File: config.mk
export PLATFORM = sky130hd
export DESIGN_NAME = shell_word_tokenizer
export DESIGN_NICKNAME = d
export VERILOG_FILES = /design/src/rtl/swt_pkg.sv /design/src/rtl/swt_front.sv /design/src/rtl/swt_fifo.sv /design/src/rtl/swt_back.sv /design/src/rtl/shell_word_tokenizer.sv
export SDC_FILE = /design/constraint.sdc
export NUM_CORES = 1
export LEC_CHECK = 0
export ABC_AREA = 1
export BUFFER_PORTS_ARGS = -buffer_cell sky130_fd_sc_hd__buf_2
export CORE_MARGIN = 2
export CORE_UTILIZATION = 53
export CTS_BUF_LIST = sky130_fd_sc_hd__clkbuf_4 sky130_fd_sc_hd__clkbuf_8 sky130_fd_sc_hd__clkbuf_16
export DETAILED_ROUTE_END_ITERATION = 16
export GPL_ROUTABILITY_DRIVEN = 0
export PLACE_DENSITY_LB_ADDON = 0.25
export SETUP_SLACK_MARGIN = 0.5
export SYNTH_ARGS = -nofsm -noshare
export SYNTH_HDL_FRONTEND = slang
export SYNTH_SLANG_ARGS = --single-unit
File: constraint.sdc
create_clock -name clk -period 6.4 [get_ports clk]
set_input_delay 0.64 -clock clk [delete_from_list [all_inputs] [get_ports clk]]
set_output_delay 0.64 -clock clk [all_outputs]
set_load 0.005 [all_outputs]
File: src/rtl/swt_pkg.sv
package swt_pkg;

  // result kinds
  localparam logic [2:0] K_ARGCH   = 3'd0;
  localparam logic [2:0] K_FLAGCH  = 3'd1;
  localparam logic [2:0] K_ARGEND  = 3'd2;
  localparam logic [2:0] K_LINEEND = 3'd3;
  localparam logic [2:0] K_ERROR   = 3'd4;

  // error codes
  localparam logic [1:0] E_UNKNOWN   = 2'd0;
  localparam logic [1:0] E_QUOTE     = 2'd1;
  localparam logic [1:0] E_BACKSLASH = 2'd2;

  // characters with a role in the grammar
  localparam logic [7:0] CH_NUL        = 8'h00;
  localparam logic [7:0] CH_UNDERSCORE = 8'h5F;
  localparam logic [7:0] CH_DOT        = 8'h2E;
  localparam logic [7:0] CH_SLASH      = 8'h2F;
  localparam logic [7:0] CH_DASH       = 8'h2D;
  localparam logic [7:0] CH_TILDE      = 8'h7E;
  localparam logic [7:0] CH_SQUOTE     = 8'h27;
  localparam logic [7:0] CH_DQUOTE     = 8'h22;
  localparam logic [7:0] CH_BSLASH     = 8'h5C;
  localparam logic [7:0] CH_DOLLAR     = 8'h24;

  // output word layout
  localparam int OUT_TDATA_W = 16;

  // default depth of the queue between front and back
  localparam int SWT_FIFO_DEPTH = 4;

  // one result word
  typedef struct packed {
    logic [2:0] kind;
    logic [7:0] data;
    logic [1:0] err;
    logic       last;
  } swt_res_t;

  // all results of one input byte
  typedef struct packed {
    logic     two;
    swt_res_t r0;
    swt_res_t r1;
  } swt_entry_t;

endpackage

File: src/rtl/swt_front.sv
module swt_front
  import swt_pkg::*;
(
  input  logic       clk,
  input  logic       rst_n,
  input  logic       in_tvalid,
  output logic       in_tready,
  input  logic [7:0] in_tdata,
  input  logic       q_full,
  output logic       q_push,
  output swt_entry_t q_entry
);

  // tokenizer modes
  localparam logic [2:0] M_BETWEEN = 3'd0;
  localparam logic [2:0] M_ARG     = 3'd1;
  localparam logic [2:0] M_SQUOTE  = 3'd2;
  localparam logic [2:0] M_DQUOTE  = 3'd3;
  localparam logic [2:0] M_DQ_BS   = 3'd4;
  localparam logic [2:0] M_BS      = 3'd5;
  localparam logic [2:0] M_FLAGS   = 3'd6;
  localparam logic [2:0] M_DISCARD = 3'd7;

  typedef struct packed {
    logic [2:0] mode;
    logic       has;
    swt_res_t   res;
  } btw_t;

  logic [2:0] mode_r, mode_nxt;
  logic       prev_ws_r, prev_ws_nxt;
  logic       first_r, first_nxt;
  logic       accept;
  logic [7:0] b;
  logic [1:0] n;
  swt_res_t   r0, r1;
  btw_t       bt;

  function automatic swt_res_t mk_res(input logic [2:0] kind, input logic [7:0] data,
                                      input logic [1:0] err);
    swt_res_t r;
    r.kind = kind;
    r.data = data;
    r.err  = err;
    r.last = 1'b0;
    return r;
  endfunction

  function automatic logic is_alnum(input logic [7:0] c);
    return c inside {[8'h30:8'h39], [8'h41:8'h5A], [8'h61:8'h7A]};
  endfunction

  function automatic logic is_ws(input logic [7:0] c);
    return c inside {8'h20, [8'h09:8'h0D]};
  endfunction

  function automatic logic is_word(input logic [7:0] c);
    return is_alnum(c) || (c inside {CH_UNDERSCORE, CH_DOT, CH_SLASH, CH_DASH, CH_TILDE});
  endfunction

  // handling of a byte between tokens
  function automatic btw_t between_f(input logic [7:0] c, input logic pws, input logic first);
    btw_t o;
    o.mode = M_BETWEEN;
    o.has  = 1'b0;
    o.res  = mk_res(K_ARGCH, CH_NUL, E_UNKNOWN);
    if (c == CH_NUL) begin
      o.has = 1'b1;
      o.res = mk_res(K_LINEEND, CH_NUL, E_UNKNOWN);
    end else if (is_ws(c)) begin
      o.mode = M_BETWEEN;
    end else if (c == CH_DASH && pws && !first) begin
      o.mode = M_FLAGS;
    end else if (c == CH_SQUOTE) begin
      o.mode = M_SQUOTE;
    end else if (c == CH_DQUOTE) begin
      o.mode = M_DQUOTE;
    end else if (c == CH_BSLASH) begin
      o.mode = M_BS;
    end else if (is_word(c)) begin
      o.mode = M_ARG;
      o.has  = 1'b1;
      o.res  = mk_res(K_ARGCH, c, E_UNKNOWN);
    end else begin
      o.mode = M_DISCARD;
      o.has  = 1'b1;
      o.res  = mk_res(K_ERROR, CH_NUL, E_UNKNOWN);
    end
    return o;
  endfunction

  assign b         = in_tdata;
  assign in_tready = !q_full;
  assign accept    = in_tvalid && in_tready;

  // next mode and the results of this byte
  always_comb begin
    mode_nxt = mode_r;
    n        = 2'd0;
    r0       = mk_res(K_ARGCH, CH_NUL, E_UNKNOWN);
    r1       = mk_res(K_ARGCH, CH_NUL, E_UNKNOWN);
    bt       = between_f(b, prev_ws_r, first_r);
    case (mode_r)
      M_BETWEEN: begin
        mode_nxt = bt.mode;
        r0       = bt.res;
        n        = {1'b0, bt.has};
      end
      M_ARG: begin
        if (b == CH_SQUOTE) begin
          mode_nxt = M_SQUOTE;
        end else if (b == CH_DQUOTE) begin
          mode_nxt = M_DQUOTE;
        end else if (b == CH_BSLASH) begin
          mode_nxt = M_BS;
        end else if (is_word(b)) begin
          r0 = mk_res(K_ARGCH, b, E_UNKNOWN);
          n  = 2'd1;
        end else begin
          // argument ends, byte handled as between tokens
          bt       = between_f(b, 1'b0, first_r);
          r0       = mk_res(K_ARGEND, CH_NUL, E_UNKNOWN);
          r1       = bt.res;
          n        = bt.has ? 2'd2 : 2'd1;
          mode_nxt = bt.mode;
        end
      end
      M_SQUOTE: begin
        if (b == CH_SQUOTE) begin
          mode_nxt = M_ARG;
        end else if (b == CH_NUL) begin
          r0       = mk_res(K_ERROR, CH_NUL, E_QUOTE);
          n        = 2'd1;
          mode_nxt = M_DISCARD;
        end else begin
          r0 = mk_res(K_ARGCH, b, E_UNKNOWN);
          n  = 2'd1;
        end
      end
      M_DQUOTE: begin
        if (b == CH_DQUOTE) begin
          mode_nxt = M_ARG;
        end else if (b == CH_NUL) begin
          r0       = mk_res(K_ERROR, CH_NUL, E_QUOTE);
          n        = 2'd1;
          mode_nxt = M_DISCARD;
        end else if (b == CH_BSLASH) begin
          mode_nxt = M_DQ_BS;
        end else begin
          r0 = mk_res(K_ARGCH, b, E_UNKNOWN);
          n  = 2'd1;
        end
      end
      M_DQ_BS: begin
        if (b inside {CH_BSLASH, CH_DOLLAR, CH_DQUOTE}) begin
          r0       = mk_res(K_ARGCH, b, E_UNKNOWN);
          n        = 2'd1;
          mode_nxt = M_DQUOTE;
        end else begin
          // held backslash goes out, then the byte inside double quotes, or a quote error on the terminator
          r0 = mk_res(K_ARGCH, CH_BSLASH, E_UNKNOWN);
          n  = 2'd1;
          if (b == CH_NUL) begin
            r1       = mk_res(K_ERROR, CH_NUL, E_QUOTE);
            n        = 2'd2;
            mode_nxt = M_DISCARD;
          end else begin
            r1       = mk_res(K_ARGCH, b, E_UNKNOWN);
            n        = 2'd2;
            mode_nxt = M_DQUOTE;
          end
        end
      end
      M_BS: begin
        if (b == CH_NUL) begin
          r0       = mk_res(K_ERROR, CH_NUL, E_BACKSLASH);
          n        = 2'd1;
          mode_nxt = M_DISCARD;
        end else begin
          r0       = mk_res(K_ARGCH, b, E_UNKNOWN);
          n        = 2'd1;
          mode_nxt = M_ARG;
        end
      end
      M_FLAGS: begin
        if (is_alnum(b)) begin
          r0 = mk_res(K_FLAGCH, b, E_UNKNOWN);
          n  = 2'd1;
        end else begin
          bt       = between_f(b, 1'b0, first_r);
          r0       = bt.res;
          n        = {1'b0, bt.has};
          mode_nxt = bt.mode;
        end
      end
      default: begin
        mode_nxt = M_DISCARD;
      end
    endcase
    // terminator restarts the line
    if (b == CH_NUL) begin
      mode_nxt    = M_BETWEEN;
      prev_ws_nxt = 1'b0;
      first_nxt   = 1'b1;
    end else begin
      prev_ws_nxt = is_ws(b);
      first_nxt   = 1'b0;
    end
  end

  // queue entry
  always_comb begin
    q_entry.two     = (n == 2'd2);
    q_entry.r0      = r0;
    q_entry.r0.last = (n == 2'd1);
    q_entry.r1      = r1;
    q_entry.r1.last = 1'b1;
  end

  assign q_push = accept && (n != 2'd0);

  // line state
  always_ff @(posedge clk) begin
    if (!rst_n) begin
      mode_r    <= M_BETWEEN;
      prev_ws_r <= 1'b0;
      first_r   <= 1'b1;
    end else if (accept) begin
      mode_r    <= mode_nxt;
      prev_ws_r <= prev_ws_nxt;
      first_r   <= first_nxt;
    end
  end

endmodule

File: src/rtl/swt_fifo.sv
module swt_fifo
  import swt_pkg::*;
#(
  parameter int DEPTH = SWT_FIFO_DEPTH
) (
  input  logic       clk,
  input  logic       rst_n,
  input  logic       push,
  input  swt_entry_t push_entry,
  input  logic       pop,
  output swt_entry_t head,
  output logic       full,
  output logic       empty
);

  localparam int PTR_W = (DEPTH > 1) ? $clog2(DEPTH) : 1;
  localparam int CNT_W = $clog2(DEPTH + 1);

  swt_entry_t       mem_r [DEPTH];
  logic [PTR_W-1:0] wr_ptr_r, wr_ptr_nxt;
  logic [PTR_W-1:0] rd_ptr_r, rd_ptr_nxt;
  logic [CNT_W-1:0] count_r, count_nxt;

  function automatic logic [PTR_W-1:0] ptr_inc(input logic [PTR_W-1:0] p);
    return (p == PTR_W'(DEPTH - 1)) ? '0 : p + 1'b1;
  endfunction

  assign full  = (count_r == CNT_W'(DEPTH));
  assign empty = (count_r == '0);
  assign head  = mem_r[rd_ptr_r];

  // pointer and fill count
  always_comb begin
    wr_ptr_nxt = push ? ptr_inc(wr_ptr_r) : wr_ptr_r;
    rd_ptr_nxt = pop ? ptr_inc(rd_ptr_r) : rd_ptr_r;
    case ({push, pop})
      2'b10:   count_nxt = count_r + 1'b1;
      2'b01:   count_nxt = count_r - 1'b1;
      default: count_nxt = count_r;
    endcase
  end

  always_ff @(posedge clk) begin
    if (!rst_n) begin
      wr_ptr_r <= '0;
      rd_ptr_r <= '0;
      count_r  <= '0;
    end else begin
      wr_ptr_r <= wr_ptr_nxt;
      rd_ptr_r <= rd_ptr_nxt;
      count_r  <= count_nxt;
    end
  end

  // entry storage
  always_ff @(posedge clk) begin
    if (push) begin
      mem_r[wr_ptr_r] <= push_entry;
    end
  end

endmodule

File: src/rtl/swt_back.sv
module swt_back
  import swt_pkg::*;
(
  input  logic       clk,
  input  logic       rst_n,
  input  logic       q_empty,
  input  swt_entry_t q_head,
  output logic       q_pop,
  output logic       out_valid,
  input  logic       out_ready,
  output swt_res_t   out_res
);

  logic     out_valid_r, out_valid_nxt;
  swt_res_t out_res_r, out_res_nxt;
  logic     sel_r, sel_nxt;
  logic     load;

  assign load = !out_valid_r || out_ready;

  // unpack one or two results per entry into the output register
  always_comb begin
    out_valid_nxt = out_valid_r;
    out_res_nxt   = out_res_r;
    sel_nxt       = sel_r;
    q_pop         = 1'b0;
    if (load) begin
      out_valid_nxt = !q_empty;
      if (!q_empty) begin
        if (sel_r) begin
          out_res_nxt = q_head.r1;
          q_pop       = 1'b1;
          sel_nxt     = 1'b0;
        end else begin
          out_res_nxt = q_head.r0;
          q_pop       = !q_head.two;
          sel_nxt     = q_head.two;
        end
      end
    end
  end

  always_ff @(posedge clk) begin
    if (!rst_n) begin
      out_valid_r <= 1'b0;
      sel_r       <= 1'b0;
    end else begin
      out_valid_r <= out_valid_nxt;
      sel_r       <= sel_nxt;
    end
  end

  always_ff @(posedge clk) begin
    out_res_r <= out_res_nxt;
  end

  assign out_valid = out_valid_r;
  assign out_res   = out_res_r;

endmodule

File: src/rtl/shell_word_tokenizer.sv
// channel | direction | tdata                            | tuser   | tlast
// in_     | slave     | [7:0] byte_req                   | -       | -
// out_    | master    | [7:0] out_byte, [9:8] error_code | kind    | last
//
// one input byte is taken per cycle while the result queue has room
// each byte gives zero, one or two result words; the output register sends one per cycle
// while out_tready is high, so a byte with two results goes out as two words
// a stalled output fills the queue (FIFO_DEPTH entries) before in_tready drops
// rst_n is synchronous and active low; it returns the tokenizer to the start of a line
module shell_word_tokenizer
  import swt_pkg::*;
#(
  parameter int FIFO_DEPTH = SWT_FIFO_DEPTH
) (
  input  logic                   clk,
  input  logic                   rst_n,
  input  logic                   in_tvalid,
  output logic                   in_tready,
  input  logic [7:0]             in_tdata,   // [7:0] byte_req
  output logic                   out_tvalid,
  input  logic                   out_tready,
  output logic [OUT_TDATA_W-1:0] out_tdata,  // [7:0] out_byte, [9:8] error_code
  output logic [2:0]             out_tuser,  // [2:0] kind
  output logic                   out_tlast   // last word of the input byte
);

  logic       q_full, q_empty, q_push, q_pop;
  swt_entry_t q_entry, q_head;
  swt_res_t   res;

  // classify bytes and track the line
  swt_front u_front (
    .clk       (clk),
    .rst_n     (rst_n),
    .in_tvalid (in_tvalid),
    .in_tready (in_tready),
    .in_tdata  (in_tdata),
    .q_full    (q_full),
    .q_push    (q_push),
    .q_entry   (q_entry)
  );

  // result queue
  swt_fifo #(
    .DEPTH (FIFO_DEPTH)
  ) u_fifo (
    .clk        (clk),
    .rst_n      (rst_n),
    .push       (q_push),
    .push_entry (q_entry),
    .pop        (q_pop),
    .head       (q_head),
    .full       (q_full),
    .empty      (q_empty)
  );

  // output stage
  swt_back u_back (
    .clk       (clk),
    .rst_n     (rst_n),
    .q_empty   (q_empty),
    .q_head    (q_head),
    .q_pop     (q_pop),
    .out_valid (out_tvalid),
    .out_ready (out_tready),
    .out_res   (res)
  );

  assign out_tdata = {(OUT_TDATA_W - 10)'(0), res.err, res.data};
  assign out_tuser = res.kind;
  assign out_tlast = res.last;

endmodule

==> results_dict.tcl, run 1 <==
set metrics [dict create \
    path_cells "buf_2 -> inv_1 -> nand2_2 -> nor2_8 -> nand2_1 -> nand4_1 -> nand2_2 -> o21ai_4 -> ha_1 -> inv_1 -> fa_1 -> a21oi_1 -> o21ai_0 -> o21ai_0 -> a21oi_1" \
    grt_pass1_vias 4381 \
    port_buffers 27 \
    setup_violations 0 \
    tns_ps 0 \
    htree_levels 4 \
    regToRegSetupSlack_ps 3370 \
    cp_num_buf_inv 3 \
    nFillCells 902 \
    fin_util_pct 61.51 \
    cts.clk_slew.worst_paths_ps 60 \
    ios 34 \
    slew_viol_final 0 \
    grt_pass1_wl_mm 21.89 \
    dpl_worst_slack_ps 2805 \
    ys_ff_latch 134 \
    synthMuxAreaShare_pct 0 \
    r2r_start "u_front.mode_r[2]" \
    cts_resized 0 \
    critPathLaunchType "input port" \
    required_ps 6700 \
    crit_path_end_kind "flip-flop" \
    avgSynthCellArea_um2 10.19 \
    hold_path_depth 2 \
    track_usage_pct 22.84 \
    clock_skew_ps 6.214 \
    synth_compound_area_share_pct 10.99 \
    ant_nets 0 \
    critical_path_class "in -> reg" \
    placed_cells 751 \
    hold_class "reg -> reg" \
    post_cts_buffers 0 \
    dieArea_mm2 0.01237 \
    drt_iter0_drc 432 \
    hpwl_mm 8.219 \
    max_cap_violations 0 \
    drcViolationCount 0 \
    cts_buffer_depth 2 \
    ys_types 35 \
    yosys.area_share.simple_pct 18.93 \
    antenna_found_initial 0 \
    hold_viol_final 0 \
    clock_latency_ps 420 \
    rr_worst_depth 6 \
    crit_fanout 13 \
    core_mm2 0.01132 \
    syn_area_mm2 0.006093 \
    wirelength_mm 13.43 \
    synth_top_family_by_area "simple AND/OR/NAND/NOR gates" \
    hp-start "u_front.first_r" \
    cp_slowest_cell "nand4_1" \
    seqCellArea_mm2 0.003864 \
    multi_input_area_mm2 0.001977 \
    nets 646 \
    slowest_delay_ps 450 \
    dr.pass1.iters 6 \
    ir_worst_vdd_uv 223.8 \
    synthCells 598 \
    root_buffer "clkbuf_16" \
    cts_hold_buffers 0 \
    cts_buffers 17 \
    worstMarginPinSlew_ps 1102 \
    r2r_end "u_fifo.mem_r[1][23]" \
    fp-row-count 39 \
    vias 4497 \
    min_to "u_front.first_r" \
    die_x_um 111.2 \
    cts_tree "yes" \
    path_depth 15 \
    cts.sink_count 134 \
    drt-wirelength-per-cell_um 17.17 \
    synth_fa_ha_area_share_pct 1.561 \
    outcome "complete, no violations" \
    die_h_um 111.2 \
    drive_gt1_share_pct 16.59 \
    finalInstanceArea_mm2 0.006963 \
    start_util_pct 53.82 \
    seq_area_frac_synth_pct 63.41 \
    fin_ws_ps 3178 \
    overflow 0 \
    relSlewSlack_pct 26.27 \
    synth_xor_area_share_pct 0 \
    area_delta_synth_final_pct 14.27 \
    dpl_cell_area_mm2 0.006372 \
    grt_max_degree 54 \
    via_per_inst 5.751 \
    fmax_mhz 310.4 \
    rsz0062_at_grt "no" \
    insertedDiodeCount 0 \
    p_per_area_mw_per_mm2 515.8 \
    layout_worst_path_cycle_share_pct 50.34 \
    cp.arrival_ps 3520 \
    layout_min_cycle_time_ps 3222 \
    yosysWarningCount 0 \
    stdcell_count 782 \
    crit_family "simple AND/OR/NAND/NOR gates" \
    leakage_nw 2.747 \
]
-- registers in the layout, indices dropped and copies added (netlist names), named ones only --
| register | flops |
|---|---|
| u_back.out_res | 14 |
| u_back.out_valid | 1 |
| u_back.sel_r | 1 |
| u_fifo.count_r | 3 |
| u_fifo.mem_r | 104 |
| u_fifo.rd_ptr_r | 2 |
| u_fifo.wr_ptr_r | 2 |
| u_front.first_r | 1 |
| u_front.mode_r | 3 |
| u_front.prev_ws_r | 1 |
-- cells in the final DEF, fill, tap and decap left out, types with 6 or more instances in the layout --
cell and n:
a21oi_1 27, a31oi_1 11, buf_2 27, clkbuf_16 17, conb_1 6, dfxtp_1 16
edfxtp_1 118, ha_1 6, inv_1 36, inv_2 14, nand2_1 77, nand2_2 10
nand3_1 12, nand4_1 8, nor2_1 123, nor2_4 6, nor3_1 10, o21ai_0 60
o22ai_1 11
-- layer usage --
layer | GRT usage (%) | vias up | part of all wire [%] | wire length [µm]
li1 | - | 2120 | - | -
met1 | 29.32 | 2150 | 41 | 5496
met2 | 38.17 | 195 | 49 | 6620
met3 | 4.647 | 32 | 7.6 | 1022
met4 | 9.218 | 0 | 2.2 | 289
met5 | 0 | - | 0 | 0
-- layout make-up --
class                      count  area share (%)
multi-input combinational    393           28.39
timing repair buffer          31           2.372
tap                          143           2.570
sequential                   134           55.49
inverter                      50           2.695
clock buffer                  18           6.217
clock inverter                13           2.264
-- cells by family (layout without fill, tap and decap cells) --
| kind of cell | Yosys count | in the layout |
|---|---|---|
| other | 1 | 6 |
| and+or+nand+nor | 261 | 261 |
| DFF | 134 | 134 |
| AOI/OAI and AO/OA | 119 | 119 |
| buffers and inverters | 76 | 112 |
| adders and majority gates | 7 | 7 |
-- report_power, final --
group / leakage, nW / total [mW] / internal [mW] / switching (mW)
Combinational: 1.21 / 1.21 / 0.372 / 0.841
Sequential: 1.24 / 1.41 / 1.33 / 0.0848
Clock: 0.295 / 0.967 / 0.612 / 0.355
Total: 2.75 / 3.59 / 2.31 / 1.28
-- worst min-delay path: stages (launching register included) --
cell	delay (ps)
dfxtp_1	330
a21oi_1	60
nand2_1	60
-- metrics by stage --
stage,power (mW),hold slack (ps)
after detailed placement,2.625,470.3
after global placement,2.581,457.7
after global routing,3.812,501.9
final,3.592,478.3
after CTS,3.599,486.0
after floorplan,2.250,442.5
-- how the worst max path moves through the flow --
stage,startpoint,endpoint,slack (ps)
after floorplan,in_tdata[6],u_fifo.mem_r[3][0],3260
after global placement,in_tdata[5],u_fifo.count_r[2],2950
after detailed placement,in_tdata[6],u_fifo.count_r[2],2810
after CTS,in_tdata[6],u_fifo.count_r[2],3240
after global routing,in_tdata[6],u_fifo.count_r[2],2890
final,in_tdata[6],u_fifo.count_r[2],3180
-- Yosys cell counts, drive strengths merged --
cell type / number / share of area (%)
a211o: 1 / 0.14
a211oi: 1 / 0.12
a21oi: 27 / 2.2
a221o: 3 / 0.49
a31oi: 12 / 1.2
buf: 6 / 0.74
clkbuf: 20 / 1.2
conb: 1 / 0.062
dfxtp: 16 / 5.3
edfxtp: 118 / 58
fa: 1 / 0.33
ha: 6 / 1.2
inv: 50 / 3.1
nand2: 88 / 6.0
nand3: 15 / 1.5
nand4: 8 / 0.82
nor2: 135 / 9.0
nor3: 13 / 1.4
nor3b: 1 / 0.12
nor4: 1 / 0.10
o211a: 1 / 0.16
o21ai: 61 / 5.2
o221ai: 1 / 0.14
o22ai: 11 / 1.1
o31a: 1 / 0.14
No activity file was read; power rests on OpenSTA's default activity.
==> inputs of run 2 (changes only) <==
--- a/config.mk
+++ b/config.mk
@@ -5,7 +5,7 @@
 export SDC_FILE = /design/constraint.sdc
 export NUM_CORES = 1
 export LEC_CHECK = 0
-export ABC_AREA = 1
+export ABC_AREA = 0
 export BUFFER_PORTS_ARGS = -buffer_cell sky130_fd_sc_hd__buf_2
 export CORE_MARGIN = 2
 export CORE_UTILIZATION = 53
==> constraint.sdc (replaced) <==
create_clock -name clk -period 3.1 [get_ports clk]
set_input_delay 0.31 -clock clk [delete_from_list [all_inputs] [get_ports clk]]
set_output_delay 0.31 -clock clk [all_outputs]
set_load 0.005 [all_outputs]
==> run 2 against run 1 <==
Synthesized cell count shrank 27%; synthesized area grew 0.70%; die area grew 0.67%; worst hold slack lost 300 ps; power grew 100%; via count shrank 12%; worst setup slack lost 2800 ps; clock power grew 100%; critical endpoint unchanged; core utilization grew 2.5 points; non-clock buffer count grew 30.
==> results_dict.tcl, run 2 <==
set metrics [dict create \
    yosysMostFrequentCell "edfxtp_1" \
    regToRegSetupSlack_ps 460 \
    min_to "u_back.out_valid" \
    drt_iter0_drc 366 \
    core_mm2 0.01137 \
    async_reset_ff_share_pct 0 \
    grt_max_degree 27 \
    hpwl_mm 7.980 \
    clock_latency_ps 410 \
    cts.sink_count 134 \
    cp_slowest_cell "or4b_4" \
    p_per_area_mw_per_mm2 1002 \
    die_h_um 111.6 \
    die_x_um 111.6 \
    slew_viol_final 0 \
    relSlewSlack_pct 55.09 \
    fin_util_pct 64.03 \
    worstMarginPinSlew_ps 672.8 \
    hold_ws_ps 173.8 \
    ys_ff_latch 134 \
    yosysWarningCount 0 \
    antenna_found_initial 0 \
    syn_area_mm2 0.006136 \
    synth_xor_area_share_pct 0.4282 \
    slowest_delay_ps 540 \
    fin_ws_ps 333.6 \
    overflow 0 \
    via_per_inst 6.052 \
    placed_cells 615 \
    ys_types 71 \
    cts.clk_slew.worst_paths_ps 60 \
    cts_tree "yes" \
    yosys.area_share.simple_pct 12.26 \
    outcome "complete, no violations" \
    r2r_start "u_front.mode_r[0]" \
    synthMuxAreaShare_pct 10.36 \
    crit_family "simple AND/OR/NAND/NOR gates" \
    clock_skew_ps 6.913 \
    nets 515 \
    ant_nets 0 \
    synth-edff-count 118 \
    hold_path_depth 4 \
    hp-start "out_tready" \
    stdcell_count 652 \
    grt_pass1_wl_mm 20.36 \
    ios 34 \
    cts_buffer_depth 2 \
    seq_area_frac_synth_pct 62.97 \
    grt_pass1_vias 3855 \
    crit_fanout 6 \
    track_usage_pct 21.49 \
    dieArea_mm2 0.01245 \
    hold_class "in -> reg" \
    synthCells 438 \
    synth.largest_area_cell "edfxtp_1" \
    largest_register_ffs 104 \
    nFillCells 834 \
    ir_worst_vdd_uv 560.6 \
    area_delta_synth_final_pct 18.64 \
    cts_buffers 17 \
    root_buffer "clkbuf_16" \
    cp.arrival_ps 3100 \
    dpl_worst_slack_ps -67.21 \
    path_cells "buf_2 -> or4b_4 -> or2_1 -> nor2b_4 -> a311oi_4 -> a41oi_4 -> inv_1 -> ha_2 -> inv_2 -> fa_2 -> xor2_1 -> or3_1 -> a21oi_1" \
    critPathLaunchType "input port" \
    port_buffers 27 \
    rr_worst_depth 12 \
    layout_worst_path_cycle_share_pct 89.24 \
    r2r_end "u_fifo.count_r[2]" \
    critical_path_class "in -> reg" \
    wirelength_mm 12.73 \
    max_cap_violations 0 \
    crit_path_end_kind "flip-flop" \
    insertedDiodeCount 0 \
    synth_fa_ha_area_share_pct 1.550 \
    largest-register "u_fifo.mem_r" \
    drt-wirelength-per-cell_um 19.53 \
    rsz0062_at_grt "yes" \
    fp-row-count 39 \
    synth_compound_area_share_pct 8.585 \
    yosys-top-cells-area "edfxtp_1 58%, mux4_2 9.5%, dfxtp_1 5.2%, nand2_1 3.5%, a21oi_1 1.8%" \
    layout_min_cycle_time_ps 2766 \
    dr.pass1.iters 6 \
    synth_top_family_by_area "simple AND/OR/NAND/NOR gates" \
    most-common-layout-cells "118 x edfxtp_1, 57 x nand2_1, 28 x buf_4, 27 x buf_2" \
    layout_commonest_cell "edfxtp_1" \
    synth_top_flop_cell "edfxtp_1" \
    setup_violations 0 \
    fmax_mhz 361.5 \
    power.total_mw 7.297 \
    synthTopCellsByCount "118 x edfxtp_1, 57 x nand2_1, 27 x nor2_1" \
    vias 3946 \
    hold_viol_final 0 \
    avgSynthCellArea_um2 14.01 \
    synth_top_area_share_pct 57.75 \
    required_ps 3440 \
    drive_gt1_share_pct 29.86 \
    drcViolationCount 0 \
    htree_levels 4 \
    cp_num_buf_inv 3 \
    leakage_nw 2.625 \
    start_util_pct 53.97 \
]
-- run 2: cell types whose count changed after synthesis, moves of 7 or more --
cell,before,now
inv_2,14,0
and2_1,0,7
clkbuf_1,20,6
nand2_2,10,0
nor2_1,127,27
nand3_1,12,5
o21ai_0,60,10
nand2_1,77,57
mux4_2,0,26
a31oi_1,12,1
o22ai_1,11,2
inv_1,36,15
-- run 2: cell type report --
type / count / area (µm²) / share of cell area (%)
multi-input combinational: 266 / 2133 / 29.31
clock inverter: 15 / 162.7 / 2.234
inverter: 16 / 60.06 / 0.8250
timing repair buffer: 61 / 447.9 / 6.153
tap: 143 / 178.9 / 2.458
clock buffer: 17 / 425.4 / 5.844
sequential: 134 / 3871 / 53.18
-- run 2: cell families (layout without fill, tap and decap cells) --
group	count (synthesis)	in the layout
other cells	1	6
buf+inv	43	109
simple gates	146	146
mux	31	31
flops	134	134
xor+xnor	3	3
fa+ha+maj	7	7
compound gates	73	73
-- run 2: where the power goes --
part | internal (mW) | leakage (nW) | total, mW | switching [mW]
Sequential | 2.73 | 1.24 | 2.95 | 0.215
Combinational | 1.03 | 1.11 | 2.38 | 1.34
Clock | 1.25 | 0.275 | 1.97 | 0.724
-- run 2: worst max path at each step --
stage | startpoint | end | slack, ps | cells after the start
2_1_floorplan | in_tdata[1] | u_fifo.count_r[2] | 90 | 13
3_3_place_gp | in_tdata[0] | u_fifo.count_r[2] | 20 | 13
3_5_place_dp | in_tdata[0] | u_fifo.count_r[2] | -70 | 13
4_1_cts | in_tdata[0] | u_fifo.count_r[2] | 370 | 13
5_1_grt | in_tdata[0] | u_fifo.count_r[2] | 250 | 13
6_report | in_tdata[0] | u_fifo.count_r[2] | 330 | 13
-- run 2: timing repair --
action,4_1_cts,5_1_grt
setup buffers,0,5
pin swaps,0,1
hold buffers,0,0
endpoints found under the setup margin,2,2
resized for setup,1,15
-- run 2: tightest hold or removal path: stages --
cell     delay, ps
buf_2           80
inv_1           40
nand2_1         60
a21oi_1         50
-- run 2: metal layers --
metal / part of all wire [%] / vias up / global-route usage, % / routed length [µm]
li1: - / 1786 / - / -
met1: 42 / 1946 / 28.90 / 5354
met2: 49 / 175 / 33.66 / 6198
met3: 6.3 / 39 / 4.790 / 807
met4: 2.9 / 0 / 10.29 / 371
met5: 0 / - / 0 / 0
-- run 2: per-stage QoR --
stage,TNS (ps),area [µm²]
6_report,0,7279
5_1_grt,0,7279
4_1_cts,0,7169
3_5_place_dp,-67.21,6580
3_3_place_gp,0,6580
2_1_floorplan,0,6170
==> inputs of run 3 (changes only) <==
--- a/config.mk
+++ b/config.mk
@@ -8,11 +8,11 @@
 export ABC_AREA = 0
 export BUFFER_PORTS_ARGS = -buffer_cell sky130_fd_sc_hd__buf_2
 export CORE_MARGIN = 2
-export CORE_UTILIZATION = 53
+export CORE_UTILIZATION = 52
 export CTS_BUF_LIST = sky130_fd_sc_hd__clkbuf_4 sky130_fd_sc_hd__clkbuf_8 sky130_fd_sc_hd__clkbuf_16
 export DETAILED_ROUTE_END_ITERATION = 16
 export GPL_ROUTABILITY_DRIVEN = 0
-export PLACE_DENSITY_LB_ADDON = 0.25
+export PLACE_DENSITY = 0.7
 export SETUP_SLACK_MARGIN = 0.5
 export SYNTH_ARGS = -nofsm -noshare
 export SYNTH_HDL_FRONTEND = slang
==> run 3 against run 2 <==
Count of clock-buffer cells in the layout increased by 1; critical path type unchanged; global-route usage decreased by 0.19 points; combinational power about the same; largest cell class unchanged; highest routed layer unchanged.
==> results_dict.tcl, run 3 (synthesized netlist as in run 2, its figures left out) <==
set metrics [dict create \
    grt_pass1_vias 3888 \
    hold_class "in -> reg" \
    cp_slowest_cell "or4b_4" \
    cp.arrival_ps 3020 \
    path_cells "buf_2 -> or4b_4 -> or2_4 -> nor2b_4 -> a311oi_4 -> a41oi_4 -> inv_2 -> ha_4 -> inv_2 -> fa_2 -> xor2_1 -> or3_1 -> a21oi_1" \
    clock_skew_ps 7.350 \
    cts.clk_slew.worst_paths_ps 50 \
    area_delta_synth_final_pct 18.31 \
    core_mm2 0.01147 \
    crit_fanout 4 \
    layout_worst_path_cycle_share_pct 86.30 \
    most-common-layout-cells "118 x edfxtp_1, 57 x nand2_1, 29 x buf_4, 28 x buf_2" \
    start_util_pct 53.51 \
    die_x_um 112.6 \
    die_h_um 112.6 \
    largest-register "u_fifo.mem_r" \
    layout_commonest_cell "edfxtp_1" \
    htree_levels 4 \
    ir_worst_vdd_uv 598.5 \
    port_buffers 27 \
    relSlewSlack_pct 55.42 \
    critical_path_class "in -> reg" \
    worstMarginPinSlew_ps 662.6 \
    crit_path_end_kind "flip-flop" \
    drt_iter0_drc 413 \
    layout_min_cycle_time_ps 2675 \
    hold_viol_final 0 \
    vias 3955 \
    rsz0062_at_grt "yes" \
    nets 515 \
    placed_cells 617 \
    fmax_mhz 373.8 \
    tns_ps 0 \
    p_per_area_mw_per_mm2 998.8 \
    fin_util_pct 63.31 \
    root_buffer "clkbuf_16" \
    crit_top_cell "inv_2" \
    required_ps 3440 \
    slew_viol_final 0 \
    via_per_inst 6.075 \
    drcViolationCount 0 \
    drive_gt1_share_pct 29.72 \
    setup_violations 0 \
    max_cap_violations 0 \
    grt_max_degree 27 \
    antenna_found_initial 0 \
    cts_buffers 17 \
    fp-row-count 39 \
    overflow 0 \
    dieArea_mm2 0.01268 \
    outcome "complete, no violations" \
    critPathLaunchType "input port" \
    clock_latency_ps 420 \
    grt_pass1_wl_mm 20.29 \
    dr.pass1.iters 6 \
    ant_nets 0 \
    leakage_nw 2.625 \
    ios 34 \
    cts.sink_count 134 \
    hpwl_mm 8.144 \
    drt-wirelength-per-cell_um 19.51 \
    track_usage_pct 21.30 \
    wirelength_mm 12.70 \
    cts_tree "yes" \
    largest_register_ffs 104 \
    cts_buffer_depth 2 \
    stdcell_count 651 \
    slowest_delay_ps 540 \
    cts_hold_buffers 0 \
    insertedDiodeCount 0 \
]
## run 3: final cells by class
class	count	area [µm²]
repair buffers	61	437.9
well taps	143	178.9
inverters	16	60.06
flip-flops and latches	134	3876
clock buffers	18	432.9
clock inverters	13	138.9
multi-input cells	266	2135
fillers	809	4208
## run 3: final timing paths
path	from	endpoint	slack [ps]	cells past startpoint
setup / recovery	in_tdata[0]	u_fifo.count_r[2]	420	13
hold / removal	out_tready	u_back.out_valid	170	4
setup reg to reg	u_front.mode_r[0]	u_fifo.count_r[2]	540	12
hold reg to reg	u_front.first_r	u_front.first_r	440	2
## run 3: power by group
group,leakage [nW],internal [mW],switching [mW],total [mW]
logic,1.11,1.01,1.34,2.35
registers,1.24,2.74,0.212,2.95
clock network,0.276,1.25,0.704,1.95
## run 3: critical path, delay by kind of cell
family / cells / cell delay [ps]
compound gates: 3 / 600
xor+xnor: 1 / 160
fa+ha+maj: 2 / 460
simple gates: 4 / 1230
buf+inv: 3 / 260
## run 3: metrics by stage
step / hold WS (ps) / power [mW] / cell area (µm²) / setup slack (ps)
finish: 174.5 / 7.251 / 7259 / 424.6
global route: 206.0 / 7.653 / 7259 / 368.4
CTS: 158.6 / 7.150 / 7169 / 394.0
detailed placement: 440.7 / 5.184 / 6595 / -12.71
global placement: 433.6 / 5.102 / 6595 / 46.31
floorplan: 422.8 / 4.434 / 6170 / 87.87
## run 3: metal layers
layer / vias up / wire length (µm) / GRT usage (%)
met4: 0 / 381 / 10.16
met5: - / 0 / 0
met3: 41 / 792 / 4.968
met1: 1938 / 5433 / 28.93
li1: 1789 / - / -
met2: 187 / 6091 / 32.77
## run 3: what timing repair did
item | 4_1_cts | 5_1_grt
setup buffers | 0 | 3
resized for setup | 2 | 17
pin swaps | 0 | 1
setup endpoints to repair | 2 | 14
